### src/hw/rtl/ted_pkg.sv
`default_nettype none

package ted_pkg;

   typedef enum logic [2:0] {
      ENC_UTF8    = 3'd0,
      ENC_UTF16LE = 3'd1,
      ENC_UTF16BE = 3'd2,
      ENC_GBK     = 3'd3,
      ENC_ASCII   = 3'd4
   } encoding_type;

   localparam logic [7:0] BOM_UTF8_0 = 8'hEF;
   localparam logic [7:0] BOM_UTF8_1 = 8'hBB;
   localparam logic [7:0] BOM_UTF8_2 = 8'hBF;
   localparam logic [7:0] BOM_FF     = 8'hFF;
   localparam logic [7:0] BOM_FE     = 8'hFE;

   localparam logic [7:0] GBK_LEAD_LOW   = 8'h81;
   localparam logic [7:0] GBK_LEAD_HIGH  = 8'hFE;
   localparam logic [7:0] GBK_TRAIL_LOW  = 8'h40;
   localparam logic [7:0] GBK_TRAIL_HIGH = 8'hFE;
   localparam logic [7:0] GBK_TRAIL_HOLE = 8'h7F;

   localparam logic [1:0] POS_MAX = 2'd3;

endpackage

`default_nettype wire

### src/hw/rtl/ted_req_if.sv
`default_nettype none

interface ted_req_if;
   logic       valid;
   logic       ready;
   logic [7:0] data_byte;
   logic       has_byte;
   logic       last;

   modport source (output valid, data_byte, has_byte, last, input ready);
   modport sink (input valid, data_byte, has_byte, last, output ready);
endinterface

`default_nettype wire

### src/hw/rtl/ted_rsp_if.sv
`default_nettype none

interface ted_rsp_if;
   logic                  valid;
   logic                  ready;
   ted_pkg::encoding_type encoding;
   logic                  bom_seen;
   logic                  utf8_valid;
   logic                  gbk_valid;

   modport source (output valid, encoding, bom_seen, utf8_valid, gbk_valid, input ready);
   modport sink (input valid, encoding, bom_seen, utf8_valid, gbk_valid, output ready);
endinterface

`default_nettype wire

### src/hw/rtl/text_encoding_detector.sv
// text_encoding_detector: classifies a byte stream as UTF-8, UTF-16LE, UTF-16BE,
// GBK or ASCII.
// req_chan: one transaction per byte (has_byte = 1) or an empty transaction
// (has_byte = 0); last = 1 closes the stream. A leading byte order mark decides
// the encoding, otherwise the UTF-8 structure check, then the GBK lead/trail
// check, else ASCII.
// rsp_chan: exactly one transaction per stream, issued for the transaction that
// carries last; utf8_valid and gbk_valid always report both checks.
// A last transaction goes through the input register, then the result register,
// before its result is shown on rsp_chan.
// Throughput: one transaction per cycle outside the stall below, set by the update
// of the small running state between the input register and the result register.
// Reset: synchronous; both registers empty, running state back to stream start.
// Stall: while rsp_chan is not taken, non-last transactions keep flowing; a
// second last transaction waits in the input register, and req_chan.ready drops
// only when that register holds it.
`default_nettype none

module text_encoding_detector (
   input  wire logic  clock,
   input  wire logic  reset,
   ted_req_if.sink    req_chan,
   ted_rsp_if.source  rsp_chan
);
   import ted_pkg::*;

   logic       in_valid_ff, in_valid_in;
   logic [7:0] in_byte_ff;
   logic       in_has_ff;
   logic       in_last_ff;
   logic       req_take;
   logic       s1_go;
   logic       out_free;

   logic [1:0] byte_position_ff, byte_position_in, byte_position_upd;
   logic       bom_utf8_ff, bom_utf8_in, bom_utf8_upd;
   logic       bom_le_ff, bom_le_in, bom_le_upd;
   logic       bom_be_ff, bom_be_in, bom_be_upd;
   logic [1:0] utf8_pending_ff, utf8_pending_in, utf8_pending_upd;
   logic       utf8_ok_ff, utf8_ok_in, utf8_ok_upd;
   logic       gbk_pending_ff, gbk_pending_in, gbk_pending_upd;
   logic       gbk_ok_ff, gbk_ok_in, gbk_ok_upd;

   logic         out_valid_ff, out_valid_in;
   encoding_type encoding_ff, encoding_in;
   logic         bom_seen_ff, bom_seen_in;
   logic         utf8_valid_ff, utf8_valid_in;
   logic         gbk_valid_ff, gbk_valid_in;

   // handshake
   assign out_free      = !out_valid_ff || rsp_chan.ready;
   assign s1_go         = in_valid_ff && (!in_last_ff || out_free);
   assign req_chan.ready = !in_valid_ff || s1_go;
   assign req_take      = req_chan.valid && req_chan.ready;

   always_comb begin
      if (req_take) begin
         in_valid_in = 1'b1;
      end else if (s1_go) begin
         in_valid_in = 1'b0;
      end else begin
         in_valid_in = in_valid_ff;
      end
   end

   // state update for the byte in the input register
   always_comb begin
      byte_position_upd = byte_position_ff;
      bom_utf8_upd      = bom_utf8_ff;
      bom_le_upd        = bom_le_ff;
      bom_be_upd        = bom_be_ff;
      utf8_pending_upd  = utf8_pending_ff;
      utf8_ok_upd       = utf8_ok_ff;
      gbk_pending_upd   = gbk_pending_ff;
      gbk_ok_upd        = gbk_ok_ff;

      if (in_has_ff) begin
         unique case (byte_position_ff)
            2'd0: begin
               if (in_byte_ff != BOM_UTF8_0) bom_utf8_upd = 1'b0;
               if (in_byte_ff != BOM_FF) bom_le_upd = 1'b0;
               if (in_byte_ff != BOM_FE) bom_be_upd = 1'b0;
            end
            2'd1: begin
               if (in_byte_ff != BOM_UTF8_1) bom_utf8_upd = 1'b0;
               if (in_byte_ff != BOM_FE) bom_le_upd = 1'b0;
               if (in_byte_ff != BOM_FF) bom_be_upd = 1'b0;
            end
            2'd2: begin
               if (in_byte_ff != BOM_UTF8_2) bom_utf8_upd = 1'b0;
            end
            default: begin
            end
         endcase
         if (byte_position_ff != POS_MAX) byte_position_upd = byte_position_ff + 2'd1;

         if (utf8_ok_ff) begin
            priority if (utf8_pending_ff != 2'd0) begin
               if (in_byte_ff[7:6] == 2'b10) utf8_pending_upd = utf8_pending_ff - 2'd1;
               else utf8_ok_upd = 1'b0;
            end else if (in_byte_ff[7]) begin
               priority if (in_byte_ff[7:5] == 3'b110) utf8_pending_upd = 2'd1;
               else if (in_byte_ff[7:4] == 4'b1110) utf8_pending_upd = 2'd2;
               else if (in_byte_ff[7:3] == 5'b11110) utf8_pending_upd = 2'd3;
               else utf8_ok_upd = 1'b0;
            end else begin
            end
         end

         if (gbk_ok_ff) begin
            priority if (gbk_pending_ff) begin
               if (in_byte_ff < GBK_TRAIL_LOW || in_byte_ff == GBK_TRAIL_HOLE ||
                   in_byte_ff > GBK_TRAIL_HIGH) gbk_ok_upd = 1'b0;
               gbk_pending_upd = 1'b0;
            end else if (in_byte_ff[7]) begin
               if (in_byte_ff >= GBK_LEAD_LOW && in_byte_ff <= GBK_LEAD_HIGH)
                  gbk_pending_upd = 1'b1;
               else gbk_ok_upd = 1'b0;
            end else begin
            end
         end
      end
   end

   // result and end-of-stream clear
   always_comb begin
      utf8_valid_in = utf8_ok_upd && (utf8_pending_upd == 2'd0);
      gbk_valid_in  = gbk_ok_upd && !gbk_pending_upd;
      bom_seen_in   = 1'b1;
      priority if (byte_position_upd == POS_MAX && bom_utf8_upd) begin
         encoding_in = ENC_UTF8;
      end else if (byte_position_upd >= 2'd2 && bom_le_upd) begin
         encoding_in = ENC_UTF16LE;
      end else if (byte_position_upd >= 2'd2 && bom_be_upd) begin
         encoding_in = ENC_UTF16BE;
      end else begin
         bom_seen_in = 1'b0;
         if (utf8_valid_in) encoding_in = ENC_UTF8;
         else if (gbk_valid_in) encoding_in = ENC_GBK;
         else encoding_in = ENC_ASCII;
      end

      if (in_last_ff) begin
         byte_position_in = 2'd0;
         bom_utf8_in      = 1'b1;
         bom_le_in        = 1'b1;
         bom_be_in        = 1'b1;
         utf8_pending_in  = 2'd0;
         utf8_ok_in       = 1'b1;
         gbk_pending_in   = 1'b0;
         gbk_ok_in        = 1'b1;
      end else begin
         byte_position_in = byte_position_upd;
         bom_utf8_in      = bom_utf8_upd;
         bom_le_in        = bom_le_upd;
         bom_be_in        = bom_be_upd;
         utf8_pending_in  = utf8_pending_upd;
         utf8_ok_in       = utf8_ok_upd;
         gbk_pending_in   = gbk_pending_upd;
         gbk_ok_in        = gbk_ok_upd;
      end

      if (s1_go && in_last_ff) begin
         out_valid_in = 1'b1;
      end else if (rsp_chan.ready) begin
         out_valid_in = 1'b0;
      end else begin
         out_valid_in = out_valid_ff;
      end
   end

   always_ff @(posedge clock) begin
      if (reset) begin
         in_valid_ff      <= 1'b0;
         out_valid_ff     <= 1'b0;
         byte_position_ff <= 2'd0;
         bom_utf8_ff      <= 1'b1;
         bom_le_ff        <= 1'b1;
         bom_be_ff        <= 1'b1;
         utf8_pending_ff  <= 2'd0;
         utf8_ok_ff       <= 1'b1;
         gbk_pending_ff   <= 1'b0;
         gbk_ok_ff        <= 1'b1;
      end else begin
         in_valid_ff  <= in_valid_in;
         out_valid_ff <= out_valid_in;
         if (s1_go) begin
            byte_position_ff <= byte_position_in;
            bom_utf8_ff      <= bom_utf8_in;
            bom_le_ff        <= bom_le_in;
            bom_be_ff        <= bom_be_in;
            utf8_pending_ff  <= utf8_pending_in;
            utf8_ok_ff       <= utf8_ok_in;
            gbk_pending_ff   <= gbk_pending_in;
            gbk_ok_ff        <= gbk_ok_in;
         end
      end
   end

   always_ff @(posedge clock) begin
      if (req_take) begin
         in_byte_ff <= req_chan.data_byte;
         in_has_ff  <= req_chan.has_byte;
         in_last_ff <= req_chan.last;
      end
      if (s1_go && in_last_ff) begin
         encoding_ff   <= encoding_in;
         bom_seen_ff   <= bom_seen_in;
         utf8_valid_ff <= utf8_valid_in;
         gbk_valid_ff  <= gbk_valid_in;
      end
   end

   assign rsp_chan.valid      = out_valid_ff;
   assign rsp_chan.encoding   = encoding_ff;
   assign rsp_chan.bom_seen   = bom_seen_ff;
   assign rsp_chan.utf8_valid = utf8_valid_ff;
   assign rsp_chan.gbk_valid  = gbk_valid_ff;

   // state is back at stream start after a last transaction
   a_clear_after_last: assert property (@(posedge clock) disable iff (reset)
      s1_go && in_last_ff |=> byte_position_ff == 2'd0 && utf8_ok_ff && gbk_ok_ff &&
         utf8_pending_ff == 2'd0 && !gbk_pending_ff)
      else $error("state not cleared after end of stream");

   a_bom_encoding: assert property (@(posedge clock) disable iff (reset)
      rsp_chan.valid && rsp_chan.bom_seen |-> rsp_chan.encoding == ENC_UTF8 ||
         rsp_chan.encoding == ENC_UTF16LE || rsp_chan.encoding == ENC_UTF16BE)
      else $error("mark result with non-mark encoding");

   a_utf8_first: assert property (@(posedge clock) disable iff (reset)
      rsp_chan.valid && !rsp_chan.bom_seen && rsp_chan.utf8_valid |->
         rsp_chan.encoding == ENC_UTF8)
      else $error("valid utf-8 not reported as utf-8");

   a_gbk_second: assert property (@(posedge clock) disable iff (reset)
      rsp_chan.valid && !rsp_chan.bom_seen && !rsp_chan.utf8_valid &&
         rsp_chan.gbk_valid |-> rsp_chan.encoding == ENC_GBK)
      else $error("valid gbk not reported as gbk");

   a_no_stall_on_bytes: assert property (@(posedge clock) disable iff (reset)
      in_valid_ff && !in_last_ff |-> req_chan.ready)
      else $error("input stalled on a non-last transaction");

endmodule

`default_nettype wire
### src/flat_wrapper.sv
// flat-port wrapper written by rule: the top's interface ports become plain ports
module text_encoding_detector_flat import ted_pkg::*;
  (clock, reset, req_chan_valid, req_chan_data_byte, req_chan_has_byte, req_chan_last, req_chan_ready, rsp_chan_valid, rsp_chan_encoding, rsp_chan_bom_seen, rsp_chan_utf8_valid, rsp_chan_gbk_valid, rsp_chan_ready);
  ted_req_if req_chan_i ();
  ted_rsp_if rsp_chan_i ();
  input  wire logic clock;
  input  wire logic reset;
  input wire logic [$bits(req_chan_i.valid)-1:0] req_chan_valid;
  input wire logic [$bits(req_chan_i.data_byte)-1:0] req_chan_data_byte;
  input wire logic [$bits(req_chan_i.has_byte)-1:0] req_chan_has_byte;
  input wire logic [$bits(req_chan_i.last)-1:0] req_chan_last;
  output wire logic [$bits(req_chan_i.ready)-1:0] req_chan_ready;
  output wire logic [$bits(rsp_chan_i.valid)-1:0] rsp_chan_valid;
  output wire logic [$bits(rsp_chan_i.encoding)-1:0] rsp_chan_encoding;
  output wire logic [$bits(rsp_chan_i.bom_seen)-1:0] rsp_chan_bom_seen;
  output wire logic [$bits(rsp_chan_i.utf8_valid)-1:0] rsp_chan_utf8_valid;
  output wire logic [$bits(rsp_chan_i.gbk_valid)-1:0] rsp_chan_gbk_valid;
  input wire logic [$bits(rsp_chan_i.ready)-1:0] rsp_chan_ready;
  assign req_chan_i.valid = req_chan_valid;
  assign req_chan_i.data_byte = req_chan_data_byte;
  assign req_chan_i.has_byte = req_chan_has_byte;
  assign req_chan_i.last = req_chan_last;
  assign req_chan_ready = req_chan_i.ready;
  assign rsp_chan_valid = rsp_chan_i.valid;
  assign rsp_chan_encoding = rsp_chan_i.encoding;
  assign rsp_chan_bom_seen = rsp_chan_i.bom_seen;
  assign rsp_chan_utf8_valid = rsp_chan_i.utf8_valid;
  assign rsp_chan_gbk_valid = rsp_chan_i.gbk_valid;
  assign rsp_chan_i.ready = rsp_chan_ready;
  text_encoding_detector u_core (.clock(clock), .reset(reset), .req_chan(req_chan_i), .rsp_chan(rsp_chan_i));
endmodule
### config.mk
export PLATFORM = sky130hd
export DESIGN_NAME = text_encoding_detector_flat
export DESIGN_NICKNAME = d
export VERILOG_FILES = /design/src/hw/rtl/ted_pkg.sv /design/src/hw/rtl/ted_req_if.sv /design/src/hw/rtl/ted_rsp_if.sv /design/src/hw/rtl/text_encoding_detector.sv /design/src/flat_wrapper.sv
export SDC_FILE = /design/constraint.sdc
export NUM_CORES = 1
export LEC_CHECK = 0
export ABC_AREA = 1
export BUFFER_PORTS_ARGS = -buffer_cell sky130_fd_sc_hd__clkbuf_2
export CORE_ASPECT_RATIO = 0.75
export CORE_UTILIZATION = 47
export DETAILED_ROUTE_END_ITERATION = 12
export PLACE_DENSITY = 0.72
export SYNTH_ARGS = -nofsm -noshare
export SYNTH_HDL_FRONTEND = slang
export SYNTH_SLANG_ARGS = --single-unit
### constraint.sdc
create_clock -name clock -period 4.7 [get_ports clock]
set_clock_uncertainty 0.05 [all_clocks]
set_input_delay 0.235 -clock clock [delete_from_list [all_inputs] [get_ports clock]]
set_output_delay 0.235 -clock clock [all_outputs]
set_load 0.05 [all_outputs]
# Word level (Yosys, flattened, before mapping)
# Cells that the tools add are included.
[totals]
input_bits = 14
reg_bits = 28
[op_classes]
eq_ne = 14
muxes = 58
addsub = 2
reduce_logical = 25
n_lt_le_gt_ge = 5
[ops]
columns = ["operator", "n"]
rows = [
  ["2-to-1 mux 1 bit", 40],
  ["inequality test 8 bit, second input constant", 5],
  ["2-to-1 mux 2 bit", 14],
  ["logical AND 1 bit", 9],
  ["equality test 8 x 7 -> 1 bit, second input constant", 1],
  ["greater-or-equal comparator 8 bit, second input constant", 1],
  ["greater-than comparator 8 bit, second input constant", 1],
  ["less-or-equal comparator 8 bit, second input constant", 1],
  ["< comparator 8 x 7 -> 1 bit, second input constant", 1],
  ["equality test 2 bit, second input constant", 3],
  ["nonzero test 2 bit", 3],
  ["equality test 5 bit, second input constant", 1],
  ["logical OR 1 bit", 5],
  ["equality test 4 bit, second input constant", 1],
  ["logical NOT 1 bit", 4],
  ["logical NOT 2 bit", 2],
  ["one-hot mux 1 bit (2 select lines)", 2],
  ["OR reduction 4 bit", 1],
  ["equality test 3 bit, second input constant", 1],
  ["2-to-1 mux 3 bit", 1],
  ["one-hot mux 1 bit (3 select lines)", 1],
  ["adder 2 x 1 -> 2 bit, second input constant", 1],
  ["equality test 2 x 1 -> 1 bit, second input constant", 1],
  ["greater-or-equal comparator 2 bit, second input constant", 1],
  ["3 further kinds", 3],
]

# Longest topological paths before layout
[depth]
word_depth = 13
depth_mapped = 12

# Least setup slack after synthesis
# No wires, ideal clock.
[synth_timing]
kind = "reg-to-reg"
startpoint = "register u_core.out_valid_ff (netlist: u_core.rsp_chan.valid)"
endpoint = "register u_core.in_byte_ff[0] (enable)"
setup_slack_ns = 2.717
stages_incl_launch_ff = 6
required_ns = 4.365
setup_time_ns = 0.285
arrival_time_ns = 1.648
path_buffers = 0
path_cell_list = "dfxtp_1 -> inv_1 -> nor2_1 -> nand3_1 -> nand2_1 -> inv_1"
[synth_via]
elab_chain_len = 6
[synth_lines]
columns = ["element", "line_no", "text"]
rows = [
  ["start, declared", "text_encoding_detector.sv:44", "logic out_valid_ff, out_valid_in;"],
  ["start signal, assigned", "text_encoding_detector.sv:186", "out_valid_ff <= out_valid_in;"],
  ["logical NOT 1 bit", "text_encoding_detector.sv:51", "assign out_free = !out_valid_ff || rsp_chan.ready;"],
  ["logical OR 1 bit", "text_encoding_detector.sv:51", ""],
  ["logical OR 1 bit", "text_encoding_detector.sv:52", "assign s1_go = in_valid_ff && (!in_last_ff || out_free);"],
  ["logical AND 1 bit", "text_encoding_detector.sv:52", ""],
  ["logical OR 1 bit", "text_encoding_detector.sv:53", "assign req_chan.ready = !in_valid_ff || s1_go;"],
  ["named net req_chan_ready", "flat_wrapper.sv:12", "output wire logic [$bits(req_chan_i.ready)-1:0] req_chan_ready;"],
  ["logical AND 1 bit", "text_encoding_detector.sv:54", "assign req_take = req_chan.valid && req_chan.ready;"],
  ["end signal, assigned", "text_encoding_detector.sv:202", "in_byte_ff <= req_chan.data_byte;"],
  ["end, declared", "text_encoding_detector.sv:28", "logic [7:0] in_byte_ff;"],
]
# The timed path passes the listed nets, and every way through them passes these cells.
# A chain may end at the register's enable or synchronous reset.

# Final worst setup path
[layout_timing]
startpoint = "register u_core.utf8_pending_ff[0]"
endpoint = "register u_core.encoding_ff[0] (netlist: u_core.rsp_chan.encoding[0]) (data pin)"
[layout_via]
elab_chain_len = 12
word_cells_on_any_way = 18
cone_classes = "add/sub (1); mux (14); reduce/logical (3)"
[layout_lines]
columns = ["element", "line_no", "text"]
rows = [
  ["start, declared", "text_encoding_detector.sv:39", "logic [1:0] utf8_pending_ff, utf8_pending_in, utf8_pending_upd;"],
  ["start signal, assigned", "text_encoding_detector.sv:192", "utf8_pending_ff <= utf8_pending_in;"],
  ["2-to-1 mux 2 bit", "text_encoding_detector.sv:104", "else if (in_byte_ff[7:3] == 5'b11110) utf8_pending_upd = 2'd3;"],
  ["2-to-1 mux 2 bit", "text_encoding_detector.sv:103", "else if (in_byte_ff[7:4] == 4'b1110) utf8_pending_upd = 2'd2;"],
  ["2-to-1 mux 2 bit", "text_encoding_detector.sv:102", "priority if (in_byte_ff[7:5] == 3'b110) utf8_pending_upd = 2'd1;"],
  ["2-to-1 mux 2 bit", "text_encoding_detector.sv:101", "end else if (in_byte_ff[7]) begin"],
  ["2-to-1 mux 2 bit", "text_encoding_detector.sv:98", "priority if (utf8_pending_ff != 2'd0) begin"],
  ["2-to-1 mux 2 bit", "text_encoding_detector.sv:97", "if (utf8_ok_ff) begin"],
  ["2-to-1 mux 2 bit", "text_encoding_detector.sv:77", "if (in_has_ff) begin"],
  ["logical NOT 2 bit", "text_encoding_detector.sv:127", "utf8_valid_in = utf8_ok_upd && (utf8_pending_upd == 2'd0);"],
  ["logical AND 1 bit *", "text_encoding_detector.sv:127", ""],
  ["2-to-1 mux 2 bit *", "text_encoding_detector.sv:138", "if (utf8_valid_in) encoding_in = ENC_UTF8;"],
  ["2-to-1 mux 2 bit *", "text_encoding_detector.sv:134", "end else if (byte_position_upd >= 2'd2 && bom_be_upd) begin"],
  ["2-to-1 mux 1 bit *", "text_encoding_detector.sv:132", "end else if (byte_position_upd >= 2'd2 && bom_le_upd) begin"],
  ["end signal, assigned", "text_encoding_detector.sv:207", "encoding_ff <= encoding_in;"],
  ["end, declared", "text_encoding_detector.sv:45", "encoding_type encoding_ff, encoding_in;"],
]
# Every way passes the cells marked *; elsewhere a longest branch is shown, timed or not.

==> flow_summary.rst <==
.. list-table::
   :header-rows: 1

   * - Metric
     - Value
   * - Compound-gate portion of the synthesized area
     - 0.107
   * - Antenna violations before repair
     - 0
   * - Post-detailed-routing wire length
     - 2720 um
   * - Area Growth Syn to Fin
     - 12.8%
   * - Post-cts sizing count
     - 0
   * - Vias post-DR
     - between 1000 and 1500
   * - Net switching component of the power
     - 0.119 mW
   * - Clk root buf
     - sky130_fd_sc_hd__clkbuf_8
   * - Per-cell routed wire length
     - ~11 um
   * - Number of max-slew violations in the final report
     - 0
   * - Util after Layout
     - 0.561
   * - Residual antenna-violating net count after detailed routing
     - 0
   * - Nature of the critical path endpoint
     - register
   * - Source of the worst register-to-register timing path
     - u_core.utf8_pending_ff[0]
   * - Leading cell type by number of instances after synthesis
     - sky130_fd_sc_hd__nand2_1
   * - Number of endpoints failing setup at the final stage
     - 0
   * - Sequential power share
     - 0.591
   * - Post-route DRC violation count
     - 0
   * - Largest family of logic cells by synthesized area
     - simple AND/OR/NAND/NOR gates
   * - Int Power
     - 0.351 mW
   * - Power density over the cells
     - around 280 nW/um^2
   * - Number of global-route vias before repair
     - 1094
   * - Relative max-transition margin
     - 0.725
   * - Maximum clock rate
     - 0.550 GHz
   * - Worst setup timing slack at the placement stage
     - a little under 3000 ps
   * - Post-synthesis register bit count
     - 28
   * - Clock H-tree levels
     - 1
   * - Clock sinks
     - 28
   * - Classification of the worst-slack hold path
     - input pin to register
   * - Setup repair after global routing missed its margin
     - no
   * - Biggest area consumer among synthesized cells
     - sky130_fd_sc_hd__edfxtp_1
   * - Average footprint of a synthesized cell
     - roughly 7.8 um^2
   * - Clock Pin Slew Worst Setup and Hold Paths
     - around 90 ps
   * - Number of endpoints with negative hold slack in the final report
     - 0
   * - DRC marker count from the first detailed-route iteration
     - 67
   * - Run status
     - completed
   * - Proportion of power drawn by combinational gates
     - 0.131
   * - Post-synth ARST share
     - 0
   * - Ratio of routed vias to standard cells
     - approximately 5.0
   * - Dpl hpwl
     - 2170 um
   * - R2R Path End
     - u_core.rsp_chan.encoding[0]
   * - Data arrival, critical path
     - ~1800 ps
   * - Launch instance of the worst min-delay path
     - req_chan_data_byte[2]
   * - CTS tree
     - yes
   * - Maximum number of pins on one net before global-route repair
     - 16
   * - Min Tclk post-route
     - roughly 1800 ps
   * - Quantity of hold-fixing buffers added after cts
     - 0
   * - Post-synthesis cell count
     - 191
   * - Detailed-routing iteration count for the pre-antenna-repair pass
     - 4
   * - VDD IR-drop max
     - 0.000216 V
   * - Path type of the worst setup path
     - register to register
   * - Post-route cell area
     - ~1700 um^2
   * - Top cells by instance count after synthesis
     - sky130_fd_sc_hd__nand2_1 (53), sky130_fd_sc_hd__inv_1 (31), sky130_fd_sc_hd__nor2_1 (18)
   * - Seq/Total Area, Yosys
     - 0.486
   * - Crit path required time
     - between 4000 and 5000 ps
   * - Final period util
     - 0.387
   * - Cell types occupying the most area after synthesis
     - sky130_fd_sc_hd__edfxtp_1 (32%), sky130_fd_sc_hd__dfxtp_1 (16%), sky130_fd_sc_hd__nand2_1 (13%), sky130_fd_sc_hd__inv_1 (7.9%), sky130_fd_sc_hd__nand3_1 (5.7%)
   * - Arithmetic-cell share of the synthesized area counting full adders, half adders and majority gates
     - 0.00845
   * - Synthesized net count
     - 206
   * - Cell count of the worst reg-to-reg path
     - 9
   * - Share of synthesized area spent on multiplexers
     - 0
   * - Sw Ratio
     - 0.254
   * - Share of layout cells above drive strength 1
     - 0.177
   * - Post-synthesis instance area
     - between 1000 and 1500 um^2
   * - Simple-gate area share of the yosys netlist
     - 0.309
   * - Static Leak
     - approximately 0.8 nW
   * - Warnings from Yosys
     - 0
   * - Number of top-level pins
     - 22
   * - Most instantiated flip-flop cell in the synthesis netlist
     - sky130_fd_sc_hd__edfxtp_1
   * - Distinct cells, synth
     - 23
   * - Wire length of the first global-routing pass
     - around 4700 um
   * - Layout Nets
     - around 230
   * - Setup slack after layout
     - 2880 ps
   * - Die boundary height
     - slightly above 50 um
   * - Number of buffers inserted to repair setup after CTS
     - 0
   * - CTS max path bufs
     - 2
   * - Overall overflow remaining after global route
     - 0
   * - Standard cell area after detailed placement
     - between 1500 and 2000 um^2
   * - Clock insertion delay at the later pin of the skew report
     - 270 ps
   * - Worst Tran Pin Value
     - between 400 and 500 ps
   * - TritonCTS Buffers
     - 3
   * - Max-cap check violation count
     - 0
   * - Overall routing resource usage
     - 0.184
   * - Endpoint of the worst hold path
     - u_core.in_byte_ff[2]
   * - XOR/XNOR share of the synthesized area
     - 0
   * - Total Neg Setup Slack
     - 0 ps
   * - Horiz. Die Dim
     - between 60 and 70 um
   * - Number of flops mapped to enable cells by yosys
     - 16
   * - Starting utilization of the core area
     - 0.497
   * - Reg2Reg Setup Slack
     - just under 3000 ps
   * - IO Port Bufs
     - 21
   * - Largest fanout on the critical path
     - 7
   * - Area share of the leading cell type in the synthesized netlist
     - 0.324
   * - Ant diodes
     - 0
   * - Area inside the core boundary
     - ~3000 um^2
   * - Cells on Worst Hold Path
     - 1
   * - Final GP Congestion
     - roughly 0.9
   * - Relative contribution of the clock network to total power
     - 0.278
   * - Type of element launching the critical path
     - register
   * - DIE AREA
     - ~3400 um^2
   * - Number of cell rows
     - 17
-- power groups by stage --
stage               sequential [mW]  clock [mW]  combinational, mW
CTS                           0.278       0.139             0.0616
floorplan                     0.289           0             0.0394
global placement              0.284           0             0.0613
global route                  0.280       0.146             0.0692
finish                        0.278       0.131             0.0615
detailed placement            0.284           0             0.0613
-- cell type report --
| class | count | area (um^2) |
|---|---|---|
| fillers | 279 | 1310 |
| flip-flops and latches | 28 | 721 |
| multi-input cells | 129 | 629 |
| inverters | 33 | 124 |
| repair buffers | 21 | 105 |
| well taps | 38 | 47.5 |
| clock buffers | 4 | 45.0 |
-- worst max-delay path: stages, from the launching register on --
cell	delay [ps]
sky130_fd_sc_hd__dfxtp_1	330
sky130_fd_sc_hd__inv_1	90
sky130_fd_sc_hd__ha_1	270
sky130_fd_sc_hd__nand2_1	120
sky130_fd_sc_hd__a21oi_2	170
sky130_fd_sc_hd__o21ai_0	110
sky130_fd_sc_hd__nor2_1	120
sky130_fd_sc_hd__nand3_2	130
sky130_fd_sc_hd__nand3_1	130
sky130_fd_sc_hd__a21oi_2	50
-- per-stage QoR --
stage	total power, mW	hold slack (ps)	std cells
detailed placement	0.345	364	249
floorplan	0.328	254	191
CTS	0.479	70.1	253
finish	0.471	78.9	253
global placement	0.345	362	249
global route	0.495	63.6	253
-- layout by cell type, fill, tap and decap left out --
master,n
sky130_fd_sc_hd__o21ai_1,2
sky130_fd_sc_hd__o21bai_1,1
sky130_fd_sc_hd__o22ai_1,1
sky130_fd_sc_hd__nor2_4,3
sky130_fd_sc_hd__clkbuf_8,3
sky130_fd_sc_hd__dfxtp_1,12
sky130_fd_sc_hd__o21ai_0,6
sky130_fd_sc_hd__nor3_1,1
sky130_fd_sc_hd__nor4_1,1
sky130_fd_sc_hd__nand3_2,3
sky130_fd_sc_hd__nand2_2,3
sky130_fd_sc_hd__nand4_1,2
sky130_fd_sc_hd__ha_1,1
sky130_fd_sc_hd__nand3_1,17
sky130_fd_sc_hd__inv_1,31
sky130_fd_sc_hd__o22ai_2,1
sky130_fd_sc_hd__inv_2,2
sky130_fd_sc_hd__a21oi_2,2
sky130_fd_sc_hd__o211ai_1,2
sky130_fd_sc_hd__a21oi_1,12
sky130_fd_sc_hd__nand2_1,53
sky130_fd_sc_hd__clkbuf_1,1
sky130_fd_sc_hd__clkbuf_2,21
sky130_fd_sc_hd__edfxtp_1,16
sky130_fd_sc_hd__nor2_1,18
-- metal layers --
metal  up-vias  track usage  share of wire
met5         -            0              0
met4         0       0.0638          0.012
met3         5       0.0409          0.037
met2        26        0.286           0.42
met1       573        0.252           0.53
li1        667            -              -
-- worst max path at each step --
stage	from	slack, ps	end
after floorplan	u_core.rsp_chan.valid	2720	u_core.in_byte_ff[0]
after global placement	u_core.utf8_pending_ff[0]	2920	u_core.rsp_chan.encoding[0]
after detailed placement	u_core.utf8_pending_ff[0]	2900	u_core.rsp_chan.encoding[0]
after CTS	u_core.utf8_pending_ff[0]	2890	u_core.rsp_chan.encoding[0]
after global routing	u_core.utf8_pending_ff[0]	2730	u_core.rsp_chan.encoding[2]
final	u_core.utf8_pending_ff[0]	2880	u_core.rsp_chan.encoding[0]
-- cells by family after synthesis --
logic type,count (synthesis)
fa+ha+maj,1
compound gates,27
flops,28
buf+inv,34
simple gates,101
-- flip-flops by register name, summed over array words and instances (netlist names) --
name / flops
u_core.in_last_ff: 1
u_core.rsp_chan.bom_seen: 1
u_core.rsp_chan.encoding: 3
u_core.in_byte_ff: 8
u_core.utf8_ok_ff: 1
u_core.rsp_chan.valid: 1
u_core.byte_position_ff: 2
u_core.gbk_pending_ff: 1
u_core.in_has_ff: 1
u_core.in_valid_ff: 1
u_core.bom_be_ff: 1
u_core.rsp_chan.utf8_valid: 1
u_core.utf8_pending_ff: 2
u_core.bom_le_ff: 1
u_core.rsp_chan.gbk_valid: 1
u_core.gbk_ok_ff: 1
u_core.bom_utf8_ff: 1
Power figures use the tool's default switching activity.
